===== src/rtl/pmp_pkg.sv =====
// ----------------------------------------------------------------------------
// pmp_pkg
// Types, constants and tables shared by the particle motion predictor.
// ----------------------------------------------------------------------------
package pmp_pkg;

   localparam int CORDIC_STAGES_DEF = 24;
   localparam int CORDIC_MAX        = 32;

   localparam longint PI_Q28      = 843314857;
   localparam longint TWO_PI_Q28  = 1686629714;
   localparam longint HALF_PI_Q28 = 421657428;
   localparam longint GAIN_Q30    = 652032874;

   // angle reduction: offset by a multiple of 2*pi, then conditional subtracts
   localparam int     WRAP_STEPS = 14;
   localparam int     WRAP_W     = 45;
   localparam longint WRAP_OFF   = TWO_PI_Q28 << (WRAP_STEPS - 1);

   localparam int XY_W   = 34;
   localparam int Z_W    = 33;
   localparam int DIFF_W = XY_W + 1;
   localparam int PROD_W = 32 + DIFF_W;
   localparam int QUO_W  = 34;
   localparam int NUM_W  = PROD_W;
   localparam int DEN_W  = 38;
   localparam int CMP_W  = DEN_W + QUO_W;
   localparam int STR_W  = 45;
   localparam int SUM_W  = 48;

   localparam logic [30:0] TS_RESET  = 31'd1677722;
   localparam logic [30:0] THR_RESET = 31'd168;

   localparam logic [7:0] CSR_VELOCITY  = 8'd0;
   localparam logic [7:0] CSR_YAW_RATE  = 8'd1;
   localparam logic [7:0] CSR_TIME_STEP = 8'd2;
   localparam logic [7:0] CSR_THRESHOLD = 8'd3;

   typedef struct packed {
      logic signed [31:0] pos_x;
      logic signed [31:0] pos_y;
      logic signed [31:0] heading;
      logic        [31:0] weight;
      logic signed [31:0] noise_x;
      logic signed [31:0] noise_y;
      logic signed [31:0] noise_heading;
   } req_type;

   typedef struct packed {
      logic signed [31:0] new_x;
      logic signed [31:0] new_y;
      logic signed [31:0] new_heading;
      logic        [31:0] new_weight;
      logic               turned;
   } rsp_type;

   function automatic int atan_q28(input int idx);
      int r;
      case (idx)
         0:  r = 210828714;
         1:  r = 124459457;
         2:  r = 65760959;
         3:  r = 33381290;
         4:  r = 16755422;
         5:  r = 8385879;
         6:  r = 4193963;
         7:  r = 2097109;
         8:  r = 1048571;
         9:  r = 524287;
         10: r = 262144;
         11: r = 131072;
         12: r = 65536;
         13: r = 32768;
         14: r = 16384;
         15: r = 8192;
         16: r = 4096;
         17: r = 2048;
         18: r = 1024;
         19: r = 512;
         20: r = 256;
         21: r = 128;
         22: r = 64;
         23: r = 32;
         24: r = 16;
         25: r = 8;
         26: r = 4;
         27: r = 2;
         28: r = 1;
         default: r = 0;
      endcase
      return r;
   endfunction

endpackage


===== src/rtl/pmp_cordic_cell.sv =====
// ----------------------------------------------------------------------------
// pmp_cordic_cell
// One rotation-mode CORDIC iteration with floor shifts.
// ----------------------------------------------------------------------------
module pmp_cordic_cell #(
   parameter int IDX = 0
) (
   input  logic                             clock,
   input  logic                             en,
   input  logic signed [pmp_pkg::XY_W-1:0]  x_i,
   input  logic signed [pmp_pkg::XY_W-1:0]  y_i,
   input  logic signed [pmp_pkg::Z_W-1:0]   z_i,
   output logic signed [pmp_pkg::XY_W-1:0]  x_o,
   output logic signed [pmp_pkg::XY_W-1:0]  y_o,
   output logic signed [pmp_pkg::Z_W-1:0]   z_o
);
   import pmp_pkg::*;

   localparam logic signed [Z_W-1:0] ANG = Z_W'(atan_q28(IDX));

   logic signed [XY_W-1:0] x_ff, x_in, y_ff, y_in, xs, ys;
   logic signed [Z_W-1:0]  z_ff, z_in;

   always_comb begin
      xs = x_i >>> IDX;
      ys = y_i >>> IDX;
      if (z_i >= 0) begin
         x_in = x_i - ys;
         y_in = y_i + xs;
         z_in = z_i - ANG;
      end else begin
         x_in = x_i + ys;
         y_in = y_i - xs;
         z_in = z_i + ANG;
      end
   end

   always_ff @(posedge clock) begin
      if (en) begin
         x_ff <= x_in;
         y_ff <= y_in;
         z_ff <= z_in;
      end
   end

   assign x_o = x_ff;
   assign y_o = y_ff;
   assign z_o = z_ff;
endmodule


===== config.mk =====
export PLATFORM = sky130hd
export DESIGN_NAME = pmp_cordic_cell
export DESIGN_NICKNAME = d
export VERILOG_FILES = /design/src/rtl/pmp_pkg.sv /design/src/rtl/pmp_cordic_cell.sv
export SDC_FILE = /design/constraint.sdc
export NUM_CORES = 1
export LEC_CHECK = 0
export ABC_AREA = 0
export BUFFER_PORTS_ARGS = -buffer_cell sky130_fd_sc_hd__clkbuf_2
export CORE_MARGIN = 10
export CORE_UTILIZATION = 53
export CTS_BUF_LIST = sky130_fd_sc_hd__clkbuf_4 sky130_fd_sc_hd__clkbuf_8
export DETAILED_ROUTE_END_ITERATION = 12
export PLACE_DENSITY = 0.89
export SLEW_MARGIN = 10
export SYNTH_ARGS = -nofsm -noshare
export SYNTH_HDL_FRONTEND = slang
export SYNTH_SLANG_ARGS = --single-unit

===== constraint.sdc =====
create_clock -name clock -period 3.75 [get_ports clock]
set_input_delay 0.1875 -clock clock [delete_from_list [all_inputs] [get_ports clock]]
set_output_delay 0.1875 -clock clock [all_outputs]
set_load 0.02 [all_outputs]

# [Word-level counts from Yosys, hierarchy flattened]
# Cells that the tools add are included.
[word_totals] reg_bits=101 in_bits=103 output_inout_bits=101 wordCells=12
[op_classes] add_sub_neg=5 n_lt_le_gt_ge=1 n_mux=3
[ops] op="34-bit 2-to-1 mux" count=2
[ops] op="34-bit subtractor" count=2
[ops] op="34-bit adder" count=1
[ops] op="33-bit by 29-bit adder with 33-bit output, second input constant" count=1
[ops] op="33-bit by 1-bit greater-or-equal comparator with 1-bit output, second input constant" count=1
[ops] op="33-bit 2-to-1 mux" count=1
[ops] op="33-bit by 29-bit subtractor with 33-bit output, second input constant" count=1

# [Depth between registers and ports, before layout]
[depth] depth_word=2 mapped_depth=15 mapped_depth_nobuf=12

# [Least setup slack after synthesis]
# OpenSTA, ideal clock, no wires.
[synth_path] kind="input port to flip-flop" start="input z_i[32] in the netlist's numbering" end="register z_ff[30] (netlist: z_o[30]) (data pin)" t_arrival_ns=3.458 slack_ns=0.031 path_stages=14 path_buffers=3 path_cell_list="clkbuf_1 > inv_1 > clkbuf_1 > buf_1 > ha_1 > a21o_1 > a21o_1 > a21oi_1 > a2bb2oi_1 > o21ai_0 > a21boi_0 > o21bai_1 > a211oi_1 > xnor2_1"
[synth_between] elab_chain_cells=2
[synth_rtl] item="start: declaration" line_no="pmp_cordic_cell.sv:12" rtl="input logic signed [pmp_pkg::Z_W-1:0] z_i,"
[synth_rtl] item="33-bit by 1-bit greater-or-equal comparator with 1-bit output" line_no="pmp_cordic_cell.sv:27" rtl="if (z_i >= 0) begin"
[synth_rtl] item="33-bit 2-to-1 mux" line_no="pmp_cordic_cell.sv:27"
[synth_rtl] item="named net z_in[30]" line_no="pmp_cordic_cell.sv:22" rtl="logic signed [Z_W-1:0] z_ff, z_in;"
[synth_rtl] item="end signal: assignment" line_no="pmp_cordic_cell.sv:42" rtl="z_ff <= z_in;"
[synth_rtl] item="end: declaration" line_no="pmp_cordic_cell.sv:22"
# The timed path passes the listed nets, and every way through them passes these cells.
# A chain may end at the register's enable or synchronous reset.

# [Worst setup path in the final report]
[layout_path] start="input x_i[1] in the netlist's numbering" end="register x_ff[33] (netlist: x_o[33]) (data pin)"
[layout_between] elab_chain_cells=2 elab_cells_between_ends=3 cone_classes="add/sub (2); mux (1)"
[layout_rtl] item="start: declaration" line_no="pmp_cordic_cell.sv:10" rtl="input logic signed [pmp_pkg::XY_W-1:0] x_i,"
[layout_rtl] item="34-bit adder / 34-bit subtractor (equally long branches)" line_no="pmp_cordic_cell.sv:32, pmp_cordic_cell.sv:28"
[layout_rtl] item="34-bit 2-to-1 mux *" line_no="pmp_cordic_cell.sv:27"
[layout_rtl] item="named net x_in[33]" line_no="pmp_cordic_cell.sv:21" rtl="logic signed [XY_W-1:0] x_ff, x_in, y_ff, y_in, xs, ys;"
[layout_rtl] item="end signal: assignment" line_no="pmp_cordic_cell.sv:40" rtl="x_ff <= x_in;"
[layout_rtl] item="end: declaration" line_no="pmp_cordic_cell.sv:21"
# Mark *: on every way through the listed nets, which the timed path passes. The rest lies on a longest branch.

==> impl_results.md <==
- CTS tree: built
- Setup crit start kind: input pin
- Cell Int Power: 2470 uW
- Worst Hold Launch: z_i[1]
- Slowest cell on the critical path: o311ai_0
- Final setup viols: 0
- Final slew viol count: 0
- CP Cell Sequence: clkbuf_2 > inv_1 > ha_1 > nor2b_1 > o311ai_0 > a21oi_1 > nor2_1 > o21ai_0 > o211a_1 > o21a_1 > a311o_1 > xnor2_1
- Number of diodes: 0
- Vias in the first global route: ~9500
- Most common cell in the netlist: a21oi_1
- Synth-to-Final Area Change: 14.6%
- Share of layout cells above drive strength 1: 19.6%
- Synth Warn #: 0
- DR vias: between 9000 and 10000
- Initial antenna violation count: 0
- Full die area: ~25000 um2
- Die X: between 150 and 200 um
- Post-synth EDFFs: 100
- Crit path max fanout: 5
- Dominant cells by area after synthesis: edfxtp_1 (30%), ha_1 (16%), a21oi_1 (7.0%)
- Gpl congestion: approximately 1
- Setup TNS: 0 ps
- Detailed Routing Iterations Pass 1: 5
- Largest net degree at the start of global routing: 48
- Max rail drop VDD: slightly below 200 uV
- Max_slew headroom: 50.6%
- Gr usage total: about a quarter
- Critical path endpoint category: flip-flop
- Measured slew at the worst slew-check pin: approximately 730 ps
- Clock share of power: ~18%
- Post-CTS Resized: 0
- Sequential fraction of the synthesis area: between 20% and 30%
- CP Class: input pin to flip-flop
- Comb pwr share: ~45%
- Filler Cell Count: around 1600
- Fin. Hold Viols: 0
- # Post-CTS Setup Buffers: 0
- Global-route wire length before repair: approximately 48000 um
- Yosys cell types: 80
- Worst path buffer plus inverter count: 2
- Tcrit/Tclk final: 88.1%
- Ys flop type: edfxtp_1
- Port bufs: about 200
- Post-Syn Area per Cell: between 8 and 9 um2
- Starting density of the core: between 50 and 60%
- Run status: finished clean
- Number of CTS-inserted buffers: 9
- DP Wirelength: 24800 um
- CTS Root Cell: clkbuf_8
- Worst endpoint required time: between 3000 and 4000 ps
- Post-Synthesis Cell Area: roughly 10000 um2
- Final hold slack: around 85 ps
- Drt wl/cell: ~19 um
- Top delay family on crit path: compound AO/OA/AOI/OAI gates
- Power per cell area: approximately 350 nW/um2
- Core area: between 15000 and 20000 um2
- Tmin final: 3300 ps
- CP max stage delay: approximately 600 ps
- WL final: 31000 um
- Largest area contributor in the netlist: edfxtp_1
- HP Class: input pin to flip-flop
- Worst Path Arrival: roughly 3400 ps
- Cell Rows: 50
- Clk sinks: 100
- Hold_buf cts: 1
- Number of DRC markers in iteration 0: roughly 1200
- P_leak: 0.00533 uW
- Post-route ant nets: 0
- Yosys top cell area share: 29.6%
- Total gr overflow: 0
- # H-tree levels: 3
- Sequential share of power: 37.5%
- Reg clk slew, reported paths: about 90 ps
- Async S/R FF share, synth: 0%
- Clk buf depth: 2
- Synthesized Nets: about 1400
- Unrepaired setup endpoints after global routing: false
- DRC violations left: 0
- Switching Power: roughly 1700 uW
- Worst Setup SP: x_i[1]
- Die Span Y: 158 um
- Vias/cell: 6.11
- Max cap viols: 0
- Synth cell count leaders: a21oi_1 (142), ha_1 (129), inv_1 (107)
- Sw Ratio: 40.1%
- Mapped Cells: between 1000 and 1500
- I/O Pins: a little over 200
- Post-layout nets: about 1600
- Synthesis-stage register bit count: 100
- Peak Freq: about 300 MHz
power by group through the flow:
stage,registers [uW],logic (uW),clock network [uW]
detailed placement,1570,1820,0
finish,1550,1850,724
global route,1560,2010,777
global placement,1570,1800,0
floorplan,1800,985,0
CTS,1550,1830,735
layer usage:
layer  part of all wire [%]  up-vias  GRT usage (%)
li1                       -     4632              -
met1                     42     4549           29.9
met2                     47      517           40.3
met3                    9.0       79           4.80
met4                    2.8        0           7.68
met5                      0        -              0
worst paths after layout:
check       to  cells past startpoint
max    x_o[33]                     12
min     z_o[1]                      2
metrics by stage:
stage / instances / util (%) / setup slack (ps) / power, uW / cell area [um2]
floorplan: 1172 / - / 30.9 / 2790 / 10200
global placement: 1585 / 61.0 / 366 / 3370 / 11500
detailed placement: 1585 / 61.0 / 294 / 3390 / 11500
CTS: 1601 / 62.1 / 703 / 4110 / 11600
global route: 1601 / 62.1 / 463 / 4350 / 11600
finish: 1601 / 62.1 / 445 / 4120 / 11600
registers in the layout, indices dropped and copies added, names as in the netlist:
name  flops
x_o      34
y_o      33
z_o      33
cells by family after synthesis:
logic type                 Yosys count  synth area share, %
muxes                               15                 1.48
AOI/OAI and AO/OA                  417                 26.3
xor gates and xnor gates            91                 7.84
and+or+nand+nor                    256                 12.0
DFF                                100                 29.6
buffers and inverters              160                 6.10
adders and majority gates          133                 16.7
final cells by class:
class / count / area [um2] / share of cell area [%]
Sequential cell: 100 / 3000 / 25.8
Timing Repair Buffer: 228 / 1210 / 10.4
Inverter: 112 / 420 / 3.61
Tap cell: 234 / 293 / 2.51
Clock buffer: 10 / 131 / 1.13
Multi-Input combinational cell: 912 / 6540 / 56.1
Clock inverter: 5 / 53.8 / 0.462
placed cells by master, fill, tap and decap left out, drive strengths merged, types with 5 or more instances in the layout:
cell type,n
nor3,20
inv,109
a21o,35
buf,26
nand2b,13
nor2b,13
a211oi,13
o31ai,13
or2,7
xnor2,77
clkbuf,211
ha,129
o311ai,9
xor2,14
o21a,21
mux2i,15
o21ai,86
nor4,11
edfxtp,100
o21bai,21
nor2,86
nand3,17
nand2,60
or3,8
o221a,5
a21oi,144
a31oi,12
clkinv,6
o211ai,7
nand4,9
Note: power is estimated with default switching activity, not from simulation.
