<file path="src/rtl/pmp_pkg.sv">
// ----------------------------------------------------------------------------
// pmp_pkg
// Types, constants and tables shared by the particle motion predictor.
// ----------------------------------------------------------------------------
package pmp_pkg;

   localparam int CORDIC_STAGES_DEF = 24;
   localparam int CORDIC_MAX        = 32;

   localparam longint PI_Q28      = 843314857;
   localparam longint TWO_PI_Q28  = 1686629714;
   localparam longint HALF_PI_Q28 = 421657428;
   localparam longint GAIN_Q30    = 652032874;

   // angle reduction: offset by a multiple of 2*pi, then conditional subtracts
   localparam int     WRAP_STEPS = 14;
   localparam int     WRAP_W     = 45;
   localparam longint WRAP_OFF   = TWO_PI_Q28 << (WRAP_STEPS - 1);

   localparam int XY_W   = 34;
   localparam int Z_W    = 33;
   localparam int DIFF_W = XY_W + 1;
   localparam int PROD_W = 32 + DIFF_W;
   localparam int QUO_W  = 34;
   localparam int NUM_W  = PROD_W;
   localparam int DEN_W  = 38;
   localparam int CMP_W  = DEN_W + QUO_W;
   localparam int STR_W  = 45;
   localparam int SUM_W  = 48;

   localparam logic [30:0] TS_RESET  = 31'd1677722;
   localparam logic [30:0] THR_RESET = 31'd168;

   localparam logic [7:0] CSR_VELOCITY  = 8'd0;
   localparam logic [7:0] CSR_YAW_RATE  = 8'd1;
   localparam logic [7:0] CSR_TIME_STEP = 8'd2;
   localparam logic [7:0] CSR_THRESHOLD = 8'd3;

   typedef struct packed {
      logic signed [31:0] pos_x;
      logic signed [31:0] pos_y;
      logic signed [31:0] heading;
      logic        [31:0] weight;
      logic signed [31:0] noise_x;
      logic signed [31:0] noise_y;
      logic signed [31:0] noise_heading;
   } req_type;

   typedef struct packed {
      logic signed [31:0] new_x;
      logic signed [31:0] new_y;
      logic signed [31:0] new_heading;
      logic        [31:0] new_weight;
      logic               turned;
   } rsp_type;

   function automatic int atan_q28(input int idx);
      int r;
      case (idx)
         0:  r = 210828714;
         1:  r = 124459457;
         2:  r = 65760959;
         3:  r = 33381290;
         4:  r = 16755422;
         5:  r = 8385879;
         6:  r = 4193963;
         7:  r = 2097109;
         8:  r = 1048571;
         9:  r = 524287;
         10: r = 262144;
         11: r = 131072;
         12: r = 65536;
         13: r = 32768;
         14: r = 16384;
         15: r = 8192;
         16: r = 4096;
         17: r = 2048;
         18: r = 1024;
         19: r = 512;
         20: r = 256;
         21: r = 128;
         22: r = 64;
         23: r = 32;
         24: r = 16;
         25: r = 8;
         26: r = 4;
         27: r = 2;
         28: r = 1;
         default: r = 0;
      endcase
      return r;
   endfunction

endpackage

</file>
<file path="src/rtl/pmp_wrap_cell.sv">
// ----------------------------------------------------------------------------
// pmp_wrap_cell
// One angle reduction step: subtract 2*pi << SHIFT when it fits.
// ----------------------------------------------------------------------------
module pmp_wrap_cell #(
   parameter int SHIFT = 0
) (
   input  logic                        clock,
   input  logic                        en,
   input  logic [pmp_pkg::WRAP_W-1:0]  din,
   output logic [pmp_pkg::WRAP_W-1:0]  dout
);
   import pmp_pkg::*;

   localparam logic [WRAP_W-1:0] SUB = WRAP_W'(TWO_PI_Q28) << SHIFT;

   logic [WRAP_W-1:0] u_ff, u_in;

   always_comb begin
      u_in = (din >= SUB) ? din - SUB : din;
   end

   always_ff @(posedge clock) begin
      if (en) begin
         u_ff <= u_in;
      end
   end

   assign dout = u_ff;
endmodule

</file>
<file path="config.mk">
export PLATFORM = sky130hd
export DESIGN_NAME = pmp_wrap_cell
export DESIGN_NICKNAME = d
export VERILOG_FILES = /design/src/rtl/pmp_pkg.sv /design/src/rtl/pmp_wrap_cell.sv
export SDC_FILE = /design/constraint.sdc
export NUM_CORES = 1
export LEC_CHECK = 0
export ABC_AREA = 0
export BUFFER_PORTS_ARGS = -buffer_cell sky130_fd_sc_hd__buf_2
export CAP_MARGIN = 20
export CORE_ASPECT_RATIO = 0.75
export CORE_MARGIN = 2
export CORE_UTILIZATION = 55
export DETAILED_ROUTE_END_ITERATION = 8
export PLACE_DENSITY = 0.86
export SLEW_MARGIN = 20
export SYNTH_ARGS = -nofsm -noshare
export SYNTH_HDL_FRONTEND = slang
export SYNTH_SLANG_ARGS = --single-unit
export TNS_END_PERCENT = 1
</file>
<file path="constraint.sdc">
create_clock -name clock -period 6.1 [get_ports clock]
set_clock_uncertainty 0.1 [all_clocks]
set_input_delay 0 -clock clock [delete_from_list [all_inputs] [get_ports clock]]
set_output_delay 0 -clock clock [all_outputs]
set_load 0.005 [all_outputs]
</file>
# --- Yosys cells after proc, flatten, opt, wreduce, memory -nomap -nowiden ---
# Index checks and enable logic that the tools add are counted.
word_totals:
  register_bits: 45
  out_inout_bits: 45
op_classes:
  add_sub_neg: 1
  n_lt_le_gt_ge: 1
  mux: 1
op_table:
  columns: ["cell", "count"]
  rows:
  - ["45-bit by 31-bit greater-or-equal comparator with 1-bit output (second input constant)", 1]
  - ["45-bit 2-to-1 mux", 1]
  - ["45-bit by 31-bit subtractor with 45-bit output (second input constant)", 1]

# --- Logic depth before layout (Yosys ltp) ---
# Gate-level depths: netlist (run 1).
depth:
  ltp_word: 2
  mapped_depth: 11

# --- Least setup slack after synthesis (run 1) ---
# Ideal clock, no wire load.
synth_path:
  path_kind: "in2reg"
  from: "input port din[39] (netlist name)"
  to: "register u_ff[38], in the netlist dout[38] (data pin)"
  t_arrival_ns: 1.952
  t_required_ns: 5.732
  path_slack_ns: 3.779
  cell_stages: 8
  path_buffers: 1
  cell_sequence: "or4_4 -> or3_1 -> nor3_2 -> o21ai_2 -> nor3_2 -> buf_6 -> a211oi_1 -> xor2_1"
synth_via:
  elab_chain_cells: 2
synth_lines:
  columns: ["item", "line_no", "rtl"]
  rows:
  - ["from (decl)", "pmp_wrap_cell.sv:10", "input logic [pmp_pkg::WRAP_W-1:0] din,"]
  - ["45-bit by 31-bit greater-or-equal comparator with 1-bit output", "pmp_wrap_cell.sv:20", "u_in = (din >= SUB) ? din - SUB : din;"]
  - ["45-bit 2-to-1 mux", "pmp_wrap_cell.sv:20", null]
  - ["net u_in[38]", "pmp_wrap_cell.sv:17", "logic [WRAP_W-1:0] u_ff, u_in;"]
  - ["to (signal assigned)", "pmp_wrap_cell.sv:25", "u_ff <= u_in;"]
  - ["to (decl)", "pmp_wrap_cell.sv:17", null]
# The timed path passes the listed nets, and every way through them passes these cells.
# A chain may end at the register's enable or synchronous reset.

# --- Worst setup path after layout (run 1) ---
layout_path:
  from: "input port din[1] (netlist name)"
  to: "register u_ff[30], in the netlist dout[30] (data pin)"
layout_via:
  elab_chain_cells: 2
layout_lines:
  columns: ["item", "line_no"]
  rows:
  - ["45-bit by 31-bit subtractor with 45-bit output / 45-bit by 31-bit greater-or-equal comparator with 1-bit output (equally long branches)", "pmp_wrap_cell.sv:20"]
  - ["45-bit 2-to-1 mux (*)", "pmp_wrap_cell.sv:20"]
  - ["net u_in[30]", "pmp_wrap_cell.sv:17"]
# Mark *: on every way through the listed nets, which the timed path passes. The rest lies on a longest branch.

==> results of run 1 <==
## how the worst max path moves through the flow
stage	to	start	cells past startpoint	slack, ns
2_1_floorplan	dout[38]$_DFFE_PP_	din[39]	8	3.78
3_3_place_gp	dout[11]$_DFFE_PP_	din[1]	10	2.95
3_5_place_dp	dout[14]$_DFFE_PP_	din[1]	10	2.93
4_1_cts	dout[30]$_DFFE_PP_	din[1]	12	2.30
5_1_grt	dout[30]$_DFFE_PP_	din[1]	12	1.93
6_report	dout[30]$_DFFE_PP_	din[1]	12	2.09
## cells in the final DEF (no fill, tap or decap), drive strengths merged, types with 2 or more instances in the layout
cell and count:
edfxtp 45, clkbuf 5, nand4b 3, nor2 26, nand3 8, a21o 3
or4 7, or2 2, nor3 10, inv 5, and2 2, buf 91
xor2 16, a21oi 11, o21bai 3, o211ai 3, o21ai 11, a211oi 3
nand2 27, or3 5, nor4 10, and3 2, nand4 5, xnor2 27
dlygate4sd3 42, o31ai 2
## metal layers
layer  vias to the layer above  GRT usage, %  share of wire [%]
met5                         -             0                  0
met4                         0          13.5                5.2
met3                        59          6.50                 12
met2                       264          42.9                 43
met1                      1213          37.4                 40
li1                       1207             -                  -
## logic make-up after synthesis
| group | synth area share, % |
|---|---|
| xor gates and xnor gates | 13.8 |
| and+or+nand+nor | 22.8 |
| buffers and inverters | 3.89 |
| DFF | 49.4 |
| AOI/OAI and AO/OA | 9.74 |
| adders and majority gates | 0.457 |
## Yosys cell counts (3+ instances only)
cell type  instances  area (sq um)
edfxtp_1          45          1350
nand2_1           27           101
xnor2_1           27           236
nor2_1            26          97.6
xor2_1            16           140
a21oi_1           11          55.1
nor4_1             9          56.3
o21ai_0            9          45.0
nor3_1             8          40.0
buf_6              6          67.6
or4_1              6          45.0
inv_1              5          18.8
nand4_1            5          31.3
or3_1              5          31.3
clkbuf_1           4          15.0
nand3_1            4          20.0
nand3_2            4          40.0
a211oi_1           3          22.5
a21o_1             3          22.5
nand4b_1           3          26.3
o21bai_1           3          22.5
## critical path, stage by stage
cell           delay, ns
dlygate4sd3_1       0.54
buf_2               0.16
inv_1               0.07
ha_1                0.21
nand2b_1            0.12
a211oi_1            0.12
o31ai_1             0.67
and4_1              0.43
or3_1               0.81
nand3_2             0.15
xnor2_1             0.16
dlygate4sd3_1       0.55
## what timing repair did
item	in CTS	in global routing
hold buffers	42	0
hold endpoints to repair	40	0
setup endpoints to repair	0	0
## per-stage QoR
stage / utilization (%) / total power, W / hold slack (ns) / setup WS [ns] / instances
after floorplan: - / 0.000451 / -0.00113 / 3.78 / 258
after global placement: 65.6 / 0.000516 / 0.0942 / 2.95 / 398
after detailed placement: 65.6 / 0.000520 / 0.0933 / 2.93 / 398
after CTS: 76.4 / 0.000759 / 0.0122 / 2.30 / 447
after global routing: 76.6 / 0.000798 / 0.0333 / 1.93 / 447
final: 76.6 / 0.000766 / 0.0482 / 2.09 / 447
## report_power, final
part           internal, W  switching (W)
combinational    0.0000752      0.0000829
clock             0.000119       0.000102
sequential        0.000377     0.00000889
total             0.000572       0.000194
## cell type report
class	count	area, sq um	area share [%]
clock buffers	5	68.8	1.85
clock inverters	2	35.0	0.944
inverters	5	18.8	0.506
multi-input cells	197	1280	34.6
flip-flops and latches	45	1350	36.4
well taps	60	75.1	2.02
repair buffers	133	876	23.6
==> impl_metrics.yaml, run 1 <==
detailed_routing:
  first_iter_violations: 481
  firstDrtPassIters: 7
  via_count: 2743
  final_antenna_net_count: 0
  via_per_inst: 6.14
  post_drt_wl_per_cell_um: 18.2
  drc: 0
  routed_wl_mm: 8.14
outcome:
  outcome: "finished clean"
timing:
  fin_crit_sh_pct: 65.7
  hold_violations: 0
  tightest_slew_ns: 1.01
  finalCriticalPeriod_ns: 4.01
  slew_viol_final: 0
  setup_viol: 0
  rsz0062_at_grt: "no"
  slew_headroom_pct: 32.4
  fmax_mhz: 249
  finalSetupTns_ns: 0
power:
  peakVddDrop_mv: 0.155
  powerDensity_mw_per_mm2: 206
  p_leak_nw: 1.49
min_path:
  hold_depth: 2
  worstHoldEndpoint: "dout[32]$_DFFE_PP_"
  hp-class: "input port to flop"
  hold_start: "din[32]"
grt:
  grt_start_max_net_pins: 46
  grt_overflow: 0
  antenna_found_initial: 0
  grt_pass1_vias: 2431
  grt_pass1_wl_mm: 11.8
  grt_util_all_layers_pct: 27.9
run:
  cap_violations: 0
synth:
  synth_enable_flop_cells: 45
  ys_types: 45
  async_flop_share_pct: 0
  ys_seq_area_share_pct: 49.4
  syn-instance-count: 258
  synthFlopType: "edfxtp_1"
  ys_ff_latch: 45
  syn_nets: 306
  syn_area_sq_mm: 0.00274
  synth.avg_cell_area_sq_um: 10.6
  synth_warnings: 0
worst_setup_path:
  start_kind: "input port"
  crit_arrival_ns: 3.97
  crit_fanout: 25
  worstSetupPathType: "input port to flop"
  required_ns: 6.06
  end_kind: "flop"
layout:
  largest_reg_flops: 45
  drive_gt1_share_pct: 28.9
  num_antenna_cells: 0
  nNetsFinal: 435
  syn2layout_area_growth_pct: 35.6
  final_cell_area_sq_mm: 0.00371
  fillers: 321
place:
  io_buffers: 91
  gp_congestion: 0.971
  dp_hpwl_mm: 4.85
  placed_area_sq_mm: 0.00318
clock_tree:
  numClockSinks: 45
  numCtsBuffers: 5
  clk_pin_slew_ns: 0.08
  ctsResizeCount: 0
  cts_setup_buffers: 0
  clockRootBuffer: "clkbuf_8"
  cts_tree: "built"
  cts_max_level: 2
  clock_path_buffers: 2
floorplanning:
  die_width_um: 85.4
  row_count: 22
  die_area_sq_mm: 0.00556
  initial_utilization_pct: 56.5
  die_y_um: 65.1
  core_sq_mm: 0.00484
  ios: 92
Power figures use the tool's default switching activity.
==> run 2: changes to the inputs <==
ABC_AREA = 1   (was 0)
PLACE_DENSITY = 0.81   (was 0.86)
clock period = 3.85 ns   (was 6.1 ns; I/O delays follow)
==> impl_metrics.yaml, run 2 <==
detailed_routing:
  final_antenna_net_count: 0
  post_drt_wl_per_cell_um: 14.8
  drc: 0
  via_count: 4487
  routed_wl_mm: 12.3
  first_iter_violations: 427
  via_per_inst: 5.41
  firstDrtPassIters: 5
timing:
  fin_crit_sh_pct: 69.5
  setup_viol: 0
  finalCriticalPeriod_ns: 2.68
  hold_violations: 0
  fmax_mhz: 374
  tightest_slew_ns: 1.05
  slew_viol_final: 0
  rsz0062_at_grt: "no"
  finalSetupTns_ns: 0
  slew_headroom_pct: 30.2
clock_tree:
  clock_path_buffers: 2
  clk_pin_slew_ns: 0.09
  cts_max_level: 2
  numClockSinks: 45
  cts_setup_buffers: 0
  cts_tree: "built"
  ctsResizeCount: 0
  clockRootBuffer: "clkbuf_8"
  numCtsBuffers: 5
  hold_buffers: 27
synth:
  ys_types: 27
  synthTopCellsByCount: "nand2_1 (234), nor2_1 (99), inv_1 (68), nand3_1 (59), edfxtp_1 (45)"
  synth_warnings: 0
  syn-instance-count: 627
  synth_enable_flop_cells: 45
  ys_ff_latch: 45
  synthFlopType: "edfxtp_1"
  synth_area_leaders: "edfxtp_1 (35%), nand2_1 (23%), nor2_1 (9.5%)"
  syn_nets: 675
  synth.most_common_cell: "nand2_1"
  ys_seq_area_share_pct: 34.7
  synth.avg_cell_area_sq_um: 6.21
  syn_area_sq_mm: 0.00389
  async_flop_share_pct: 0
  synth_top_area_share_pct: 34.7
  synth_largest_area_cell: "edfxtp_1"
min_path:
  hp-class: "input port to flop"
run:
  cap_violations: 0
layout:
  largest_reg_flops: 45
  nNetsFinal: 793
  final_common_cell: "nand2_1"
  final_cell_mix: "nand2_1 (234), nor2_1 (99), buf_2 (91)"
  drive_gt1_share_pct: 16.8
  instances_no_fill: 829
  num_antenna_cells: 0
  syn2layout_area_growth_pct: 22.3
worst_setup_path:
  start_kind: "input port"
  crit_fanout: 58
  required_ns: 3.81
  end_kind: "flop"
  crit_slowest_cell: "dlygate4sd3_1"
  worstPathCellList: "dlygate4sd3_1 > buf_2 > inv_1 > ha_1 > inv_1 > nand3_1 > nand2_1 > nand2_1 > nand2_1 > a21oi_2 > nand2_4 > inv_2 > o21ai_0"
  path_common_cell: "nand2_1"
  cpPeakStageDelay_ns: 0.54
  crit_arrival_ns: 2.64
  worstSetupPathType: "input port to flop"
grt:
  grt_util_all_layers_pct: 31.7
  grt_pass1_vias: 4094
  grt_pass1_wl_mm: 19.3
  grt_overflow: 0
  antenna_found_initial: 0
  grt_start_max_net_pins: 59
floorplanning:
  ios: 92
  die_area_sq_mm: 0.00778
  initial_utilization_pct: 57.0
  core_sq_mm: 0.00683
  row_count: 26
  die_width_um: 101
  die_y_um: 76.9
power:
  peakVddDrop_mv: 0.185
  powerDensity_mw_per_mm2: 268
  p_leak_nw: 2.35
place:
  io_buffers: 91
  dp.cells: 795
  dp_hpwl_mm: 9.52
  gp_congestion: 1.02
outcome:
  outcome: "finished clean"
[run 2: changes by cell type in the layout (fill, tap and decap cells not counted), sizes merged, moves of 15 or more]
cell	before	now
nor2	26	105
nand2	27	237
nand3	8	59
xnor2	27	0
inv	5	83
dlygate4sd3	42	27
o21ai	11	34
[run 2: report_power, final]
group          total, W  internal, W  switching, W
Sequential     0.000604     0.000594    0.00000970
Clock          0.000362     0.000189      0.000173
Combinational  0.000310     0.000120      0.000190
[run 2: worst max-delay path, delay by kind of cell]
family	cells	cell delay, ns
compound gates	2	0.42
fa+ha+maj	1	0.21
simple gates	5	0.72
buf+inv	5	1.26
[run 2: cell type report]
| class | instances | area, sq um |
|---|---|---|
| Tap cell | 84 | 105 |
| Inverter | 83 | 312 |
| Timing Repair Buffer | 118 | 726 |
| Sequential cell | 45 | 1350 |
| Clock buffer | 5 | 68.8 |
| Clock inverter | 2 | 35.0 |
| Multi-Input combinational cell | 492 | 2160 |
| Fill cell | 651 | 2070 |
[run 2: cell families (layout without fill, tap and decap cells)]
logic type      count (synthesis)  count (layout)  synth area share (%)
fa+ha+maj                       1               1                 0.321
xor+xnor                       11              11                  2.67
compound gates                 59              59                  7.91
buf+inv                        90             208                  9.74
flops                          45              45                  34.7
simple gates                  421             421                  44.7
[run 2: routing by layer]
metal | GRT usage, % | wire length [um]
met5 | 0 | 0
met4 | 7.57 | 237
met3 | 6.65 | 1240
met2 | 47.2 | 5240
met1 | 47.0 | 5550
[run 2: final timing paths]
path | from | endpoint | slack [ns] | cells after the start
worst min-delay path | din[36] | dout[36]$_DFFE_PP_ | 0.002 | 3
worst max-delay path | din[1] | dout[2]$_DFFE_PP_ | 1.17 | 13
[run 2: per-stage QoR]
step                      setup WS, ns  power, W  cell area (sq um)  util (%)  hold slack, ns
after floorplan                   2.19  0.000761               3890         -        -0.00113
after global placement            1.51  0.000892               4390      64.2          0.0934
after detailed placement          1.39  0.000897               4390      64.2          0.0924
after CTS                         1.20   0.00127               4760      69.7         0.00125
after global routing             0.926   0.00134               4760      69.7          0.0158
final                             1.17   0.00128               4760      69.7         0.00243
