**src/rtl/pmp_pkg.sv**
```systemverilog
// ----------------------------------------------------------------------------
// pmp_pkg
// Types, constants and tables shared by the particle motion predictor.
// ----------------------------------------------------------------------------
package pmp_pkg;

   localparam int CORDIC_STAGES_DEF = 24;
   localparam int CORDIC_MAX        = 32;

   localparam longint PI_Q28      = 843314857;
   localparam longint TWO_PI_Q28  = 1686629714;
   localparam longint HALF_PI_Q28 = 421657428;
   localparam longint GAIN_Q30    = 652032874;

   // angle reduction: offset by a multiple of 2*pi, then conditional subtracts
   localparam int     WRAP_STEPS = 14;
   localparam int     WRAP_W     = 45;
   localparam longint WRAP_OFF   = TWO_PI_Q28 << (WRAP_STEPS - 1);

   localparam int XY_W   = 34;
   localparam int Z_W    = 33;
   localparam int DIFF_W = XY_W + 1;
   localparam int PROD_W = 32 + DIFF_W;
   localparam int QUO_W  = 34;
   localparam int NUM_W  = PROD_W;
   localparam int DEN_W  = 38;
   localparam int CMP_W  = DEN_W + QUO_W;
   localparam int STR_W  = 45;
   localparam int SUM_W  = 48;

   localparam logic [30:0] TS_RESET  = 31'd1677722;
   localparam logic [30:0] THR_RESET = 31'd168;

   localparam logic [7:0] CSR_VELOCITY  = 8'd0;
   localparam logic [7:0] CSR_YAW_RATE  = 8'd1;
   localparam logic [7:0] CSR_TIME_STEP = 8'd2;
   localparam logic [7:0] CSR_THRESHOLD = 8'd3;

   typedef struct packed {
      logic signed [31:0] pos_x;
      logic signed [31:0] pos_y;
      logic signed [31:0] heading;
      logic        [31:0] weight;
      logic signed [31:0] noise_x;
      logic signed [31:0] noise_y;
      logic signed [31:0] noise_heading;
   } req_type;

   typedef struct packed {
      logic signed [31:0] new_x;
      logic signed [31:0] new_y;
      logic signed [31:0] new_heading;
      logic        [31:0] new_weight;
      logic               turned;
   } rsp_type;

   function automatic int atan_q28(input int idx);
      int r;
      case (idx)
         0:  r = 210828714;
         1:  r = 124459457;
         2:  r = 65760959;
         3:  r = 33381290;
         4:  r = 16755422;
         5:  r = 8385879;
         6:  r = 4193963;
         7:  r = 2097109;
         8:  r = 1048571;
         9:  r = 524287;
         10: r = 262144;
         11: r = 131072;
         12: r = 65536;
         13: r = 32768;
         14: r = 16384;
         15: r = 8192;
         16: r = 4096;
         17: r = 2048;
         18: r = 1024;
         19: r = 512;
         20: r = 256;
         21: r = 128;
         22: r = 64;
         23: r = 32;
         24: r = 16;
         25: r = 8;
         26: r = 4;
         27: r = 2;
         28: r = 1;
         default: r = 0;
      endcase
      return r;
   endfunction

endpackage

```
**src/rtl/pmp_div_cell.sv**
```systemverilog
// ----------------------------------------------------------------------------
// pmp_div_cell
// One restoring division step producing quotient bit K.
// ----------------------------------------------------------------------------
module pmp_div_cell #(
   parameter int K = 0
) (
   input  logic                        clock,
   input  logic                        en,
   input  logic [pmp_pkg::DEN_W-1:0]   dmag,
   input  logic [pmp_pkg::NUM_W-1:0]   rem_i,
   input  logic [pmp_pkg::QUO_W-1:0]   q_i,
   output logic [pmp_pkg::NUM_W-1:0]   rem_o,
   output logic [pmp_pkg::QUO_W-1:0]   q_o
);
   import pmp_pkg::*;

   logic [CMP_W-1:0] sub, wide;
   logic             ge;
   logic [NUM_W-1:0] rem_ff, rem_in;
   logic [QUO_W-1:0] q_ff, q_in;

   always_comb begin
      sub    = CMP_W'(dmag) << K;
      wide   = CMP_W'(rem_i);
      ge     = wide >= sub;
      rem_in = ge ? NUM_W'(wide - sub) : rem_i;
      q_in   = ge ? (q_i | (QUO_W'(1) << K)) : q_i;
   end

   always_ff @(posedge clock) begin
      if (en) begin
         rem_ff <= rem_in;
         q_ff   <= q_in;
      end
   end

   assign rem_o = rem_ff;
   assign q_o   = q_ff;
endmodule

```
**config.mk**
```make
export PLATFORM = sky130hd
export DESIGN_NAME = pmp_div_cell
export DESIGN_NICKNAME = d
export VERILOG_FILES = /design/src/rtl/pmp_pkg.sv /design/src/rtl/pmp_div_cell.sv
export SDC_FILE = /design/constraint.sdc
export NUM_CORES = 1
export LEC_CHECK = 0
export ABC_AREA = 1
export BUFFER_PORTS_ARGS = -buffer_cell sky130_fd_sc_hd__buf_2
export CORE_AREA = 2 2 140 142
export CTS_BUF_LIST = sky130_fd_sc_hd__clkbuf_8
export CTS_CLUSTER_DIAMETER = 100
export DETAILED_ROUTE_END_ITERATION = 10
export DIE_AREA = 0 0 142 144
export PLACE_DENSITY = 0.72
export SYNTH_ARGS = -nofsm -noshare
export SYNTH_HDL_FRONTEND = slang
export SYNTH_SLANG_ARGS = --single-unit
```
**constraint.sdc**
```tcl
create_clock -name clock -period 2.8 [get_ports clock]
set_clock_uncertainty 0.15 [all_clocks]
set_input_delay 0.56 -clock clock [delete_from_list [all_inputs] [get_ports clock]]
set_output_delay 0.56 -clock clock [all_outputs]
set_load 0.02 [all_outputs]
```
# ---- Word-level counts from Yosys, hierarchy flattened
# Cells that the tools add are included.
dict set report totals {
  reg_bits 101
  latchBits 0
  ramBits 0
  romBits 0
  input_bits 141
  word_cells 6
  n_memories 0
}
dict set report classes {
  addsub 1
  mul 0
  div 0
  n_lt_le_gt_ge 1
  n_eq_ne 0
  shifts 0
  muxes 1
  bitwise 0
  n_reduce_logical 0
}
# op count
set op_table {}
lappend op_table {{$ge 67x38->1} 1}
lappend op_table {{$mux 67} 1}
lappend op_table {{$sub 67x38->67} 1}

# ---- Depth between registers and ports, before layout
# Gate-level depths: netlist of the first run.
dict set report logic_depth {
  word_depth 2
  ltp_mapped 18
  ltp_nobuf 18
}

# ---- Least setup slack after synthesis of the first run
# No wires, ideal clock.
dict set report synth_path {
  path_kind {input port to flip-flop}
  startpoint {input port rem_i[0] in the netlist's numbering}
  endpoint {register rem_ff[40], in the netlist rem_o[40], data pin}
  setup_ns 0.249
  t_arrival_ns 2.139
  required_ns 2.401
  path_slack_ns 0.262
  stages 18
  n_path_buf 0
  path_cell_list {inv_1 > ha_1 > inv_1 > fa_1 > nand2_1 > nand2_1 > nand2_1 > nand2_1 > nand2_1 > nand2_1 > nand2_1 > nand2_1 > nand2_1 > nand2_1 > nand2_1 > nand2_1 > nand2_1 > inv_1}
}
dict set report synth_between {
  elab_chain_len 2
  elab_cells_between_ends 3
}
# item line_no
set synth_lines {}
lappend synth_lines {{start: declaration} pmp_div_cell.sv:11} ;# input logic [pmp_pkg::NUM_W-1:0] rem_i,
lappend synth_lines {{$sub 67x38->67 or $ge 67x38->1 (tied branches)} {pmp_div_cell.sv:27, pmp_div_cell.sv:26}}
lappend synth_lines {{$mux 67 *} pmp_div_cell.sv:27} ;# rem_in = ge ? NUM_W'(wide - sub) : rem_i;
lappend synth_lines {{via rem_in[40]} pmp_div_cell.sv:20} ;# logic [NUM_W-1:0] rem_ff, rem_in;
lappend synth_lines {{end signal: assignment} pmp_div_cell.sv:33} ;# rem_ff <= rem_in;
lappend synth_lines {{end: declaration} pmp_div_cell.sv:20}
# The timed path passes the listed nets; every way through them passes the cells marked *.
# A chain may end at the register's enable or synchronous reset.

# ---- Worst setup path in the final report of the first run
dict set report layout_path {
  startpoint {input port dmag[28] in the netlist's numbering}
  endpoint {register q_ff[0], in the netlist q_o[0], data pin}
}
dict set report layout_between {
  elab_chain_len 1
}
# item line_no
set layout_lines {}
lappend layout_lines {{start: declaration} pmp_div_cell.sv:10} ;# input logic [pmp_pkg::DEN_W-1:0] dmag,
lappend layout_lines {{$ge 67x38->1} pmp_div_cell.sv:26} ;# ge = wide >= sub;
lappend layout_lines {{end signal: assignment} pmp_div_cell.sv:34} ;# q_ff <= q_in;
lappend layout_lines {{end: declaration} pmp_div_cell.sv:21} ;# logic [QUO_W-1:0] q_ff, q_in;
# Every way passes these cells.

==> results of run 1 <==
[stage by stage]
| step | cells | util (%) | hold slack [ns] | total power, mW |
|---|---|---|---|---|
| CTS | 1844 | 58.5 | 0.162 | 4.62 |
| global placement | 1829 | 57.5 | 0.586 | 3.65 |
| detailed placement | 1829 | 57.5 | 0.588 | 3.67 |
| global route | 1844 | 58.5 | 0.163 | 4.83 |
| floorplan | 1207 | - | 0.509 | 2.89 |
| finish | 1844 | 58.5 | 0.175 | 4.59 |
[worst min-delay path by stage]
stage,start,endpoint,slack (ns),depth (start not counted)
2_1_floorplan,q_i[10],q_o[10],0.51,0
3_3_place_gp,q_i[21],q_o[21],0.59,1
3_5_place_dp,q_i[5],q_o[5],0.59,1
4_1_cts,q_i[5],q_o[5],0.16,1
5_1_grt,q_i[14],q_o[14],0.16,1
6_report,q_i[9],q_o[9],0.18,1
[cell usage after synthesis, types with 9 or more instances]
master and number:
a21oi_1 40, edfxtp_1 101, ha_1 38, inv_1 203, nand2_1 446, nand2_2 9
nand3_1 30, nand3b_1 25, nand4_1 13, nor2_1 140, nor3_1 17, o21ai_0 20
o21ai_2 32, xnor2_1 30
[layer usage]
metal / share of wire, % / routed length [um]
met5: 0 / 0
met2: 47 / 13400
met4: 1.9 / 532
met3: 6.1 / 1750
met1: 45 / 12800
[kinds of logic after synthesis]
| logic type | share of synthesized area, % |
|---|---|
| flops | 36.2 |
| buf+inv | 10.8 |
| fa+ha+maj | 5.92 |
| xor+xnor | 3.45 |
| compound gates | 8.35 |
| simple gates | 35.3 |
[flip-flops by register name (all words and copies together) (netlist names)]
register  flops
q_o          34
rem_o        67
[power breakdown]
group	internal (mW)	switching (mW)	total, mW
combinational	0.705	1.03	1.74
clock	0.338	0.605	0.943
sequential	1.87	0.0369	1.91
[layout make-up]
type                            instances  area (sq um)  share of cell area [%]
Clock buffer                            9           124                    1.11
Clock inverter                          6          56.3                   0.504
Inverter                              212           801                    7.17
Multi-Input combinational cell        884          4450                    39.8
Sequential cell                       101          3030                    27.2
Tap cell                              238           298                    2.67
Timing Repair Buffer                  394          2410                    21.6
==> flow_metrics.py, run 1 <==
metrics = {
    "setup_path": {
        "slowest_delay_ns": 0.36,
        "path_buf_inv": 4,
        "cpMaxStageDelayCell": "ha_1",
        "cp_top_family": "simple AND/OR/NAND/NOR gates",
        "path_depth": 15,
        "crit_path_start": "dmag[28]",
        "path_max_fanout": 17,
        "crit_path_end": "q_o[0]",
        "critPathCaptureType": "flip-flop",
        "arrival_ns": 2.60,
        "start_kind": "primary input",
        "worstPathCellList": "buf_2 -> inv_1 -> ha_1 -> nand2_1 -> nand2_1 -> a21oi_1 -> inv_1 -> nand2_1 -> nand2_1 -> a21oi_1 -> nand2_2 -> nand2_4 -> nand2_8 -> buf_4 -> or2_2",
        "cp.required_ns": 2.81,
        "worstSetupPathType": "in -> reg",
        "path_common_cell": "nand2_1",
    },
    "synthesis": {
        "ys_types": 35,
        "netlist.area_leader.share_pct": 36.2,
        "synth_edf_count": 101,
        "yosys_warnings": 0,
        "netlist_instances": 1207,
        "synth-seq-area-share_pct": 36.2,
        "synth_ff_type": "edfxtp_1",
        "synth.area.top_cells": "edfxtp_1, nand2_1, inv_1",
        "postSynthAreaPerCell_sq_um": 6.94,
        "ys_seq_elements": 101,
        "synth_top_area_cell": "edfxtp_1",
        "syn_nets": 1387,
        "syn_area_sq_mm": 0.00837,
        "synth-async-reset-ratio_pct": 0,
    },
    "placement": {
        "dpl_cell_area_sq_mm": 0.0110,
        "port_buffers": 241,
        "dp_hpwl_um": 23900,
        "routabilityCongestion": 0.956,
        "pre_cts_ws_ns": -0.249,
    },
    "sta": {
        "setup_viol": 0,
        "tns_ns": 0,
        "tightest_slew_ns": 0.566,
        "hold_viol_final": 0,
        "fmax_ghz": 0.387,
        "fin_ws_ns": 0.216,
        "maxSlewHeadroom_pct": 61.9,
        "final_max_slew_viol_count": 0,
        "rsz0062_at_grt": "no",
        "period_minus_slack_ns": 2.58,
        "period_share_pct": 92.3,
    },
    "routing": {
        "drc": 0,
        "vias": 8844,
        "first_iter_violations": 499,
        "drt-pass1-iter-count": 5,
        "drt-total-wl_um": 28400,
        "ant_nets": 0,
        "via_per_inst": 4.80,
        "wire_per_inst_um": 15.4,
    },
    "global_route": {
        "grt_use_met3_pct": 4.74,
        "grt_pass1_vias": 8571,
        "busiest_layer": "met2",
        "grt_util_met2_pct": 48.8,
        "track_usage_pct": 28.1,
        "grt_max_degree": 58,
        "grt_antenna_before_repair": 0,
        "grt_pass1_wl_um": 43900,
        "met1_usage_pct": 36.3,
        "grt-ovfl-total": 0,
    },
    "finish": {
        "drive_above_1_share_pct": 29.9,
        "final_common_cell": "nand2_1",
        "antenna-diode-count": 0,
        "most-common-layout-cells": "nand2_1, buf_2, inv_1",
        "fill_cells": 1908,
        "fin_area_sq_mm": 0.0112,
        "nets": 1782,
        "area_growth_pct": 33.3,
    },
    "status": {
        "outcome": "completed",
    },
    "clock_tree": {
        "h-tree-depth": 3,
        "post_cts_resized": 0,
        "clk_pin_slew_ns": 0.11,
        "cts_setup_buffers": 0,
        "hold_buffers": 0,
        "tritoncts": "done",
        "clock_tree.root_cell": "clkbuf_8",
        "clock_sinks": 101,
        "numCtsBuffers": 9,
        "clockBufferDepth": 2,
    },
    "floorplanning": {
        "row_count": 51,
        "core_area_sq_mm": 0.0191,
        "num_io_pins": 242,
        "die-area_sq_mm": 0.0204,
        "die_y_um": 144,
        "die_x_um": 142,
        "start_util_pct": 43.9,
    },
    "power": {
        "vdd_drop_max_v": 0.000191,
        "p_leak_nw": 5.79,
        "p_per_area_mw_per_mm2": 411,
    },
    "worst_hold_path": {
        "hold_class": "in -> reg",
    },
    "flow_run": {
        "cap_violations": 0,
    },
}
Note: power is estimated with default switching activity, not from simulation.
==> run 2: changes to the inputs <==
==> constraint.sdc (replaced) <==
create_clock -name clock -period 2.8 [get_ports clock]
set_clock_uncertainty 0.15 [all_clocks]
set_input_delay 0.14 -clock clock [delete_from_list [all_inputs] [get_ports clock]]
set_output_delay 0.14 -clock clock [all_outputs]
set_load 0.02 [all_outputs]
==> run 2 against run 1 <==
- sequential share of layout area rose by 0.41 points
- worst setup slack got worse by 0.12 ns
- clock-buffer cell count did not move
- die area did not move
- sequential cell count did not move
- design area fell by 1.5%
- critical path depth fell by 2
- wire length fell by 0.96%
- fmax fell by 4.5%
- hold slack got worse by 0.15 ns
- first-iteration DRC count rose by 21%
- final cell count fell by 2.9%
==> flow_metrics.py, run 2 (synthesized netlist as in run 1, its figures left out) <==
metrics = {
    "sta": {
        "tns_ns": 0,
        "maxSlewHeadroom_pct": 67.8,
        "hold_ws_ns": 0.0242,
        "hold_viol_final": 0,
        "setup_viol": 0,
        "fmax_ghz": 0.370,
        "final_max_slew_viol_count": 0,
        "fin_ws_ns": 0.0940,
        "period_minus_slack_ns": 2.71,
        "tightest_slew_ns": 0.478,
        "rsz0062_at_grt": "no",
        "period_share_pct": 96.6,
    },
    "finish": {
        "area_growth_pct": 31.4,
        "multiInputGateArea_sq_mm": 0.00449,
        "antenna-diode-count": 0,
        "final_common_cell": "nand2_1",
        "nets": 1728,
        "register_area_sq_mm": 0.00303,
        "instances_no_fill": 1790,
        "fill_cells": 1850,
        "most-common-layout-cells": "nand2_1, buf_2, inv_1",
        "drive_above_1_share_pct": 23.3,
        "largest_reg_flops": 67,
    },
    "setup_path": {
        "start_kind": "primary input",
        "cp.required_ns": 2.80,
        "worstSetupPathType": "in -> reg",
        "arrival_ns": 2.70,
        "critPathCaptureType": "flip-flop",
        "path_max_fanout": 35,
    },
    "power": {
        "p_leak_nw": 5.49,
        "vdd_drop_max_v": 0.000207,
        "p_per_area_mw_per_mm2": 405,
    },
    "floorplanning": {
        "start_util_pct": 43.9,
        "die_y_um": 144,
        "row_count": 51,
        "core_area_sq_mm": 0.0191,
        "die-area_sq_mm": 0.0204,
        "num_io_pins": 242,
        "die_x_um": 142,
    },
    "flow_run": {
        "cap_violations": 0,
    },
    "global_route": {
        "grt-ovfl-total": 0,
        "grt_pass1_vias": 8322,
        "grt_antenna_before_repair": 0,
        "track_usage_pct": 27.1,
        "grt_max_degree": 41,
        "grt_pass1_wl_um": 42700,
    },
    "routing": {
        "drt-pass1-iter-count": 6,
        "drt-total-wl_um": 28100,
        "ant_nets": 0,
        "via_per_inst": 4.88,
        "vias": 8740,
        "drc": 0,
        "first_iter_violations": 606,
        "wire_per_inst_um": 15.7,
    },
    "worst_hold_path": {
        "hold_class": "in -> reg",
    },
    "placement": {
        "routabilityCongestion": 0.970,
        "port_buffers": 241,
        "dp_hpwl_um": 23000,
        "pre_cts_ws_ns": 0.121,
        "place_inst": 1697,
    },
    "clock_tree": {
        "h-tree-depth": 3,
        "cts_setup_buffers": 0,
        "clock_tree.root_cell": "clkbuf_8",
        "numCtsBuffers": 9,
        "clk_pin_slew_ns": 0.11,
        "tritoncts": "done",
        "clockBufferDepth": 2,
        "clock_sinks": 101,
    },
    "status": {
        "outcome": "completed",
    },
}
==> run 2: timing repair <==
item	CTS	global route
hold endpoints to repair	78	0
resized for setup	0	16
hold buffers	78	0
endpoints found under the setup margin	0	47
==> run 2: final timing paths <==
| path | start | end | slack [ns] | depth (start not counted) |
|---|---|---|---|---|
| max | rem_i[18] | q_o[0] | 0.09 | 13 |
| min | rem_i[60] | rem_o[60] | 0.02 | 5 |
==> run 2: layer usage <==
metal  vias to the layer above  share of wire [%]  track usage [%]
met3                        32                5.5             3.38
met4                         0                1.7             6.37
met1                      3935                 45             36.6
met5                         -                  0                0
li1                       4472                  -                -
met2                       301                 47             46.8
==> run 2: cell type report <==
cell class / count / area share [%]
Tap cell: 238 / 2.71
Sequential cell: 101 / 27.6
Multi-Input combinational cell: 884 / 40.8
Timing Repair Buffer: 340 / 20.0
Clock buffer: 9 / 1.13
Clock inverter: 6 / 0.523
Inverter: 212 / 7.30
==> run 2: through the flow <==
step / utilization, % / area (sq um) / power, mW
6_report: 57.6 / 11000 / 4.46
4_1_cts: 57.4 / 10900 / 4.47
3_5_place_dp: 52.3 / 9990 / 3.46
5_1_grt: 57.6 / 11000 / 4.69
2_1_floorplan: - / 8370 / 2.89
3_3_place_gp: 52.3 / 9990 / 3.45
==> run 2: worst max-delay path, cell delays in order <==
cell	delay (ns)
dlygate4sd3_1	0.55
buf_2	0.14
ha_1	0.33
a21oi_1	0.21
nand2_1	0.14
a21oi_2	0.16
nand3_2	0.15
nand2_1	0.13
nand2_2	0.09
nand2_4	0.10
nand2_8	0.07
buf_12	0.17
or2_2	0.28
==> run 2: power breakdown <==
group | switching, mW | internal, mW
Combinational | 1.02 | 0.613
Sequential | 0.0394 | 1.87
Clock | 0.576 | 0.338
Total | 1.63 | 2.82
==> run 3: changes to the inputs <==
--- a/config.mk
+++ b/config.mk
@@ -12,7 +12,7 @@
 export CTS_CLUSTER_DIAMETER = 100
 export DETAILED_ROUTE_END_ITERATION = 10
 export DIE_AREA = 0 0 142 144
-export PLACE_DENSITY = 0.72
+export PLACE_DENSITY = 0.75
 export SYNTH_ARGS = -nofsm -noshare
 export SYNTH_HDL_FRONTEND = slang
 export SYNTH_SLANG_ARGS = --single-unit
==> constraint.sdc (replaced) <==
create_clock -name clock -period 2.3 [get_ports clock]
set_clock_uncertainty 0.15 [all_clocks]
set_input_delay 0.115 -clock clock [delete_from_list [all_inputs] [get_ports clock]]
set_output_delay 0.115 -clock clock [all_outputs]
set_load 0.02 [all_outputs]
==> run 3 against run 2 <==
- largest cell class unchanged
- sequential share of layout area is 3.0 points lower
- largest power group unchanged
- hold slack got worse by 0.014 ns
- core utilization rose by 7.1 points
- final cell count is 10% higher
- total power grew 29%
- clock-buffer cell count stayed put
- critical path type unchanged
- global-route usage grew 2.6 points
- sequential power increased by 22%
==> flow_metrics.py, run 3 (synthesized netlist as in run 1, its figures left out) <==
metrics = {
    "status": {
        "outcome": "completed",
    },
    "routing": {
        "wire_per_inst_um": 15.6,
        "via_per_inst": 4.88,
        "first_iter_violations": 566,
        "drt-total-wl_um": 30800,
        "ant_nets": 0,
        "drc": 0,
        "drt-pass1-iter-count": 5,
        "vias": 9619,
    },
    "power": {
        "power.total_mw": 5.76,
        "p_per_area_mw_per_mm2": 466,
        "p_leak_nw": 6.35,
        "vdd_drop_max_v": 0.000332,
    },
    "finish": {
        "fill_cells": 1701,
        "multiInputGateArea_sq_mm": 0.00448,
        "largest_reg_flops": 67,
        "final_common_cell": "nand2_1",
        "drive_above_1_share_pct": 30.4,
        "nets": 1907,
        "register_area_sq_mm": 0.00303,
        "most-common-layout-cells": "nand2_1, buf_2, inv_1",
        "area_growth_pct": 47.6,
        "antenna-diode-count": 0,
    },
    "floorplanning": {
        "core_area_sq_mm": 0.0191,
        "num_io_pins": 242,
        "die_y_um": 144,
        "die-area_sq_mm": 0.0204,
        "die_x_um": 142,
        "row_count": 51,
        "start_util_pct": 43.9,
    },
    "clock_tree": {
        "clk_pin_slew_ns": 0.12,
        "clock_tree.root_cell": "clkbuf_8",
        "clockBufferDepth": 2,
        "clock_sinks": 101,
        "numCtsBuffers": 9,
        "tritoncts": "done",
        "h-tree-depth": 3,
    },
    "sta": {
        "setup_viol": 0,
        "final_max_slew_viol_count": 0,
        "maxSlewHeadroom_pct": 68.1,
        "tightest_slew_ns": 0.478,
        "rsz0062_at_grt": "no",
        "fmax_ghz": 0.456,
        "period_minus_slack_ns": 2.19,
        "period_share_pct": 95.3,
        "hold_viol_final": 0,
        "tns_ns": 0,
    },
    "global_route": {
        "grt_max_degree": 61,
        "track_usage_pct": 29.7,
        "grt_pass1_wl_um": 46600,
        "grt_antenna_before_repair": 0,
        "grt-ovfl-total": 0,
        "grt_pass1_vias": 9319,
    },
    "placement": {
        "port_buffers": 241,
        "dp_hpwl_um": 24300,
        "routabilityCongestion": 0.976,
    },
    "setup_path": {
        "arrival_ns": 2.23,
        "worstPathCellList": "buf_2 -> inv_1 -> ha_1 -> nand2_2 -> nor2_1 -> inv_1 -> o21ai_1 -> nand2_1 -> nand3b_1 -> buf_4 -> nand3_1 -> nand3_1 -> nand2_1 -> nand2_1 -> inv_1",
        "slowest_delay_ns": 0.35,
        "start_kind": "primary input",
        "cpMaxStageDelayCell": "ha_1",
        "path_buf_inv": 5,
        "cp.required_ns": 2.34,
        "worstSetupPathType": "in -> reg",
        "critPathCaptureType": "flip-flop",
        "path_max_fanout": 4,
        "cp_top_family": "simple AND/OR/NAND/NOR gates",
    },
    "worst_hold_path": {
        "hold_class": "in -> reg",
    },
    "flow_run": {
        "cap_violations": 0,
    },
}
run 3: where the power goes:
| part | total, mW | switching, mW | internal [mW] |
|---|---|---|---|
| clock | 1.13 | 0.719 | 0.409 |
| sequential | 2.33 | 0.0480 | 2.28 |
| combinational | 2.30 | 1.31 | 0.997 |
run 3: per-stage QoR:
step / setup slack [ns] / instance area [sq um] / hold WS, ns / utilization, % / cells
final: 0.107 / 12400 / 0.00988 / 64.8 / 1970
after global routing: 0.0117 / 12400 / 0.0179 / 64.8 / 1970
after CTS: 0.0389 / 12300 / 0.00130 / 64.5 / 1969
after detailed placement: -0.474 / 11300 / 0.143 / 59.2 / 1869
after global placement: -0.448 / 11300 / 0.142 / 59.2 / 1869
after floorplan: 0.207 / 8370 / 0.0639 / - / 1207
run 3: cell type report:
class	count	area share, %
multi-input cells	884	36.2
repair buffers	519	28.9
flip-flops and latches	101	24.5
inverters	212	6.50
well taps	238	2.41
clock buffers	9	1.00
clock inverters	7	0.476
run 3: worst paths after layout:
check  startpoint         to  slack, ns  cells past startpoint
max      dmag[15]  rem_o[57]       0.11                     15
min     rem_i[47]  rem_o[47]       0.01                      5
run 3: routing by layer:
metal,up-vias,GRT usage [%],routed length (um)
met5,-,0,0
met4,0,9.74,888
met3,55,3.87,1760
met2,349,53.0,14800
met1,4388,37.3,13300
li1,4827,-,-
run 3: what timing repair did:
| item | CTS | global route |
|---|---|---|
| setup buffers | 0 | 1 |
| endpoints found under the setup margin | 2 | 33 |
| hold buffers | 84 | 0 |
| endpoints found under the hold margin | 95 | 0 |
| pin swaps | 0 | 4 |
| resized for setup | 1 | 12 |
run 3: tightest hold or removal path, cell delays in order:
cell and delay, ns:
buf_2 0.13, nand2_1 0.07, nand2_1 0.06, nand2_1 0.05, inv_1 0.05
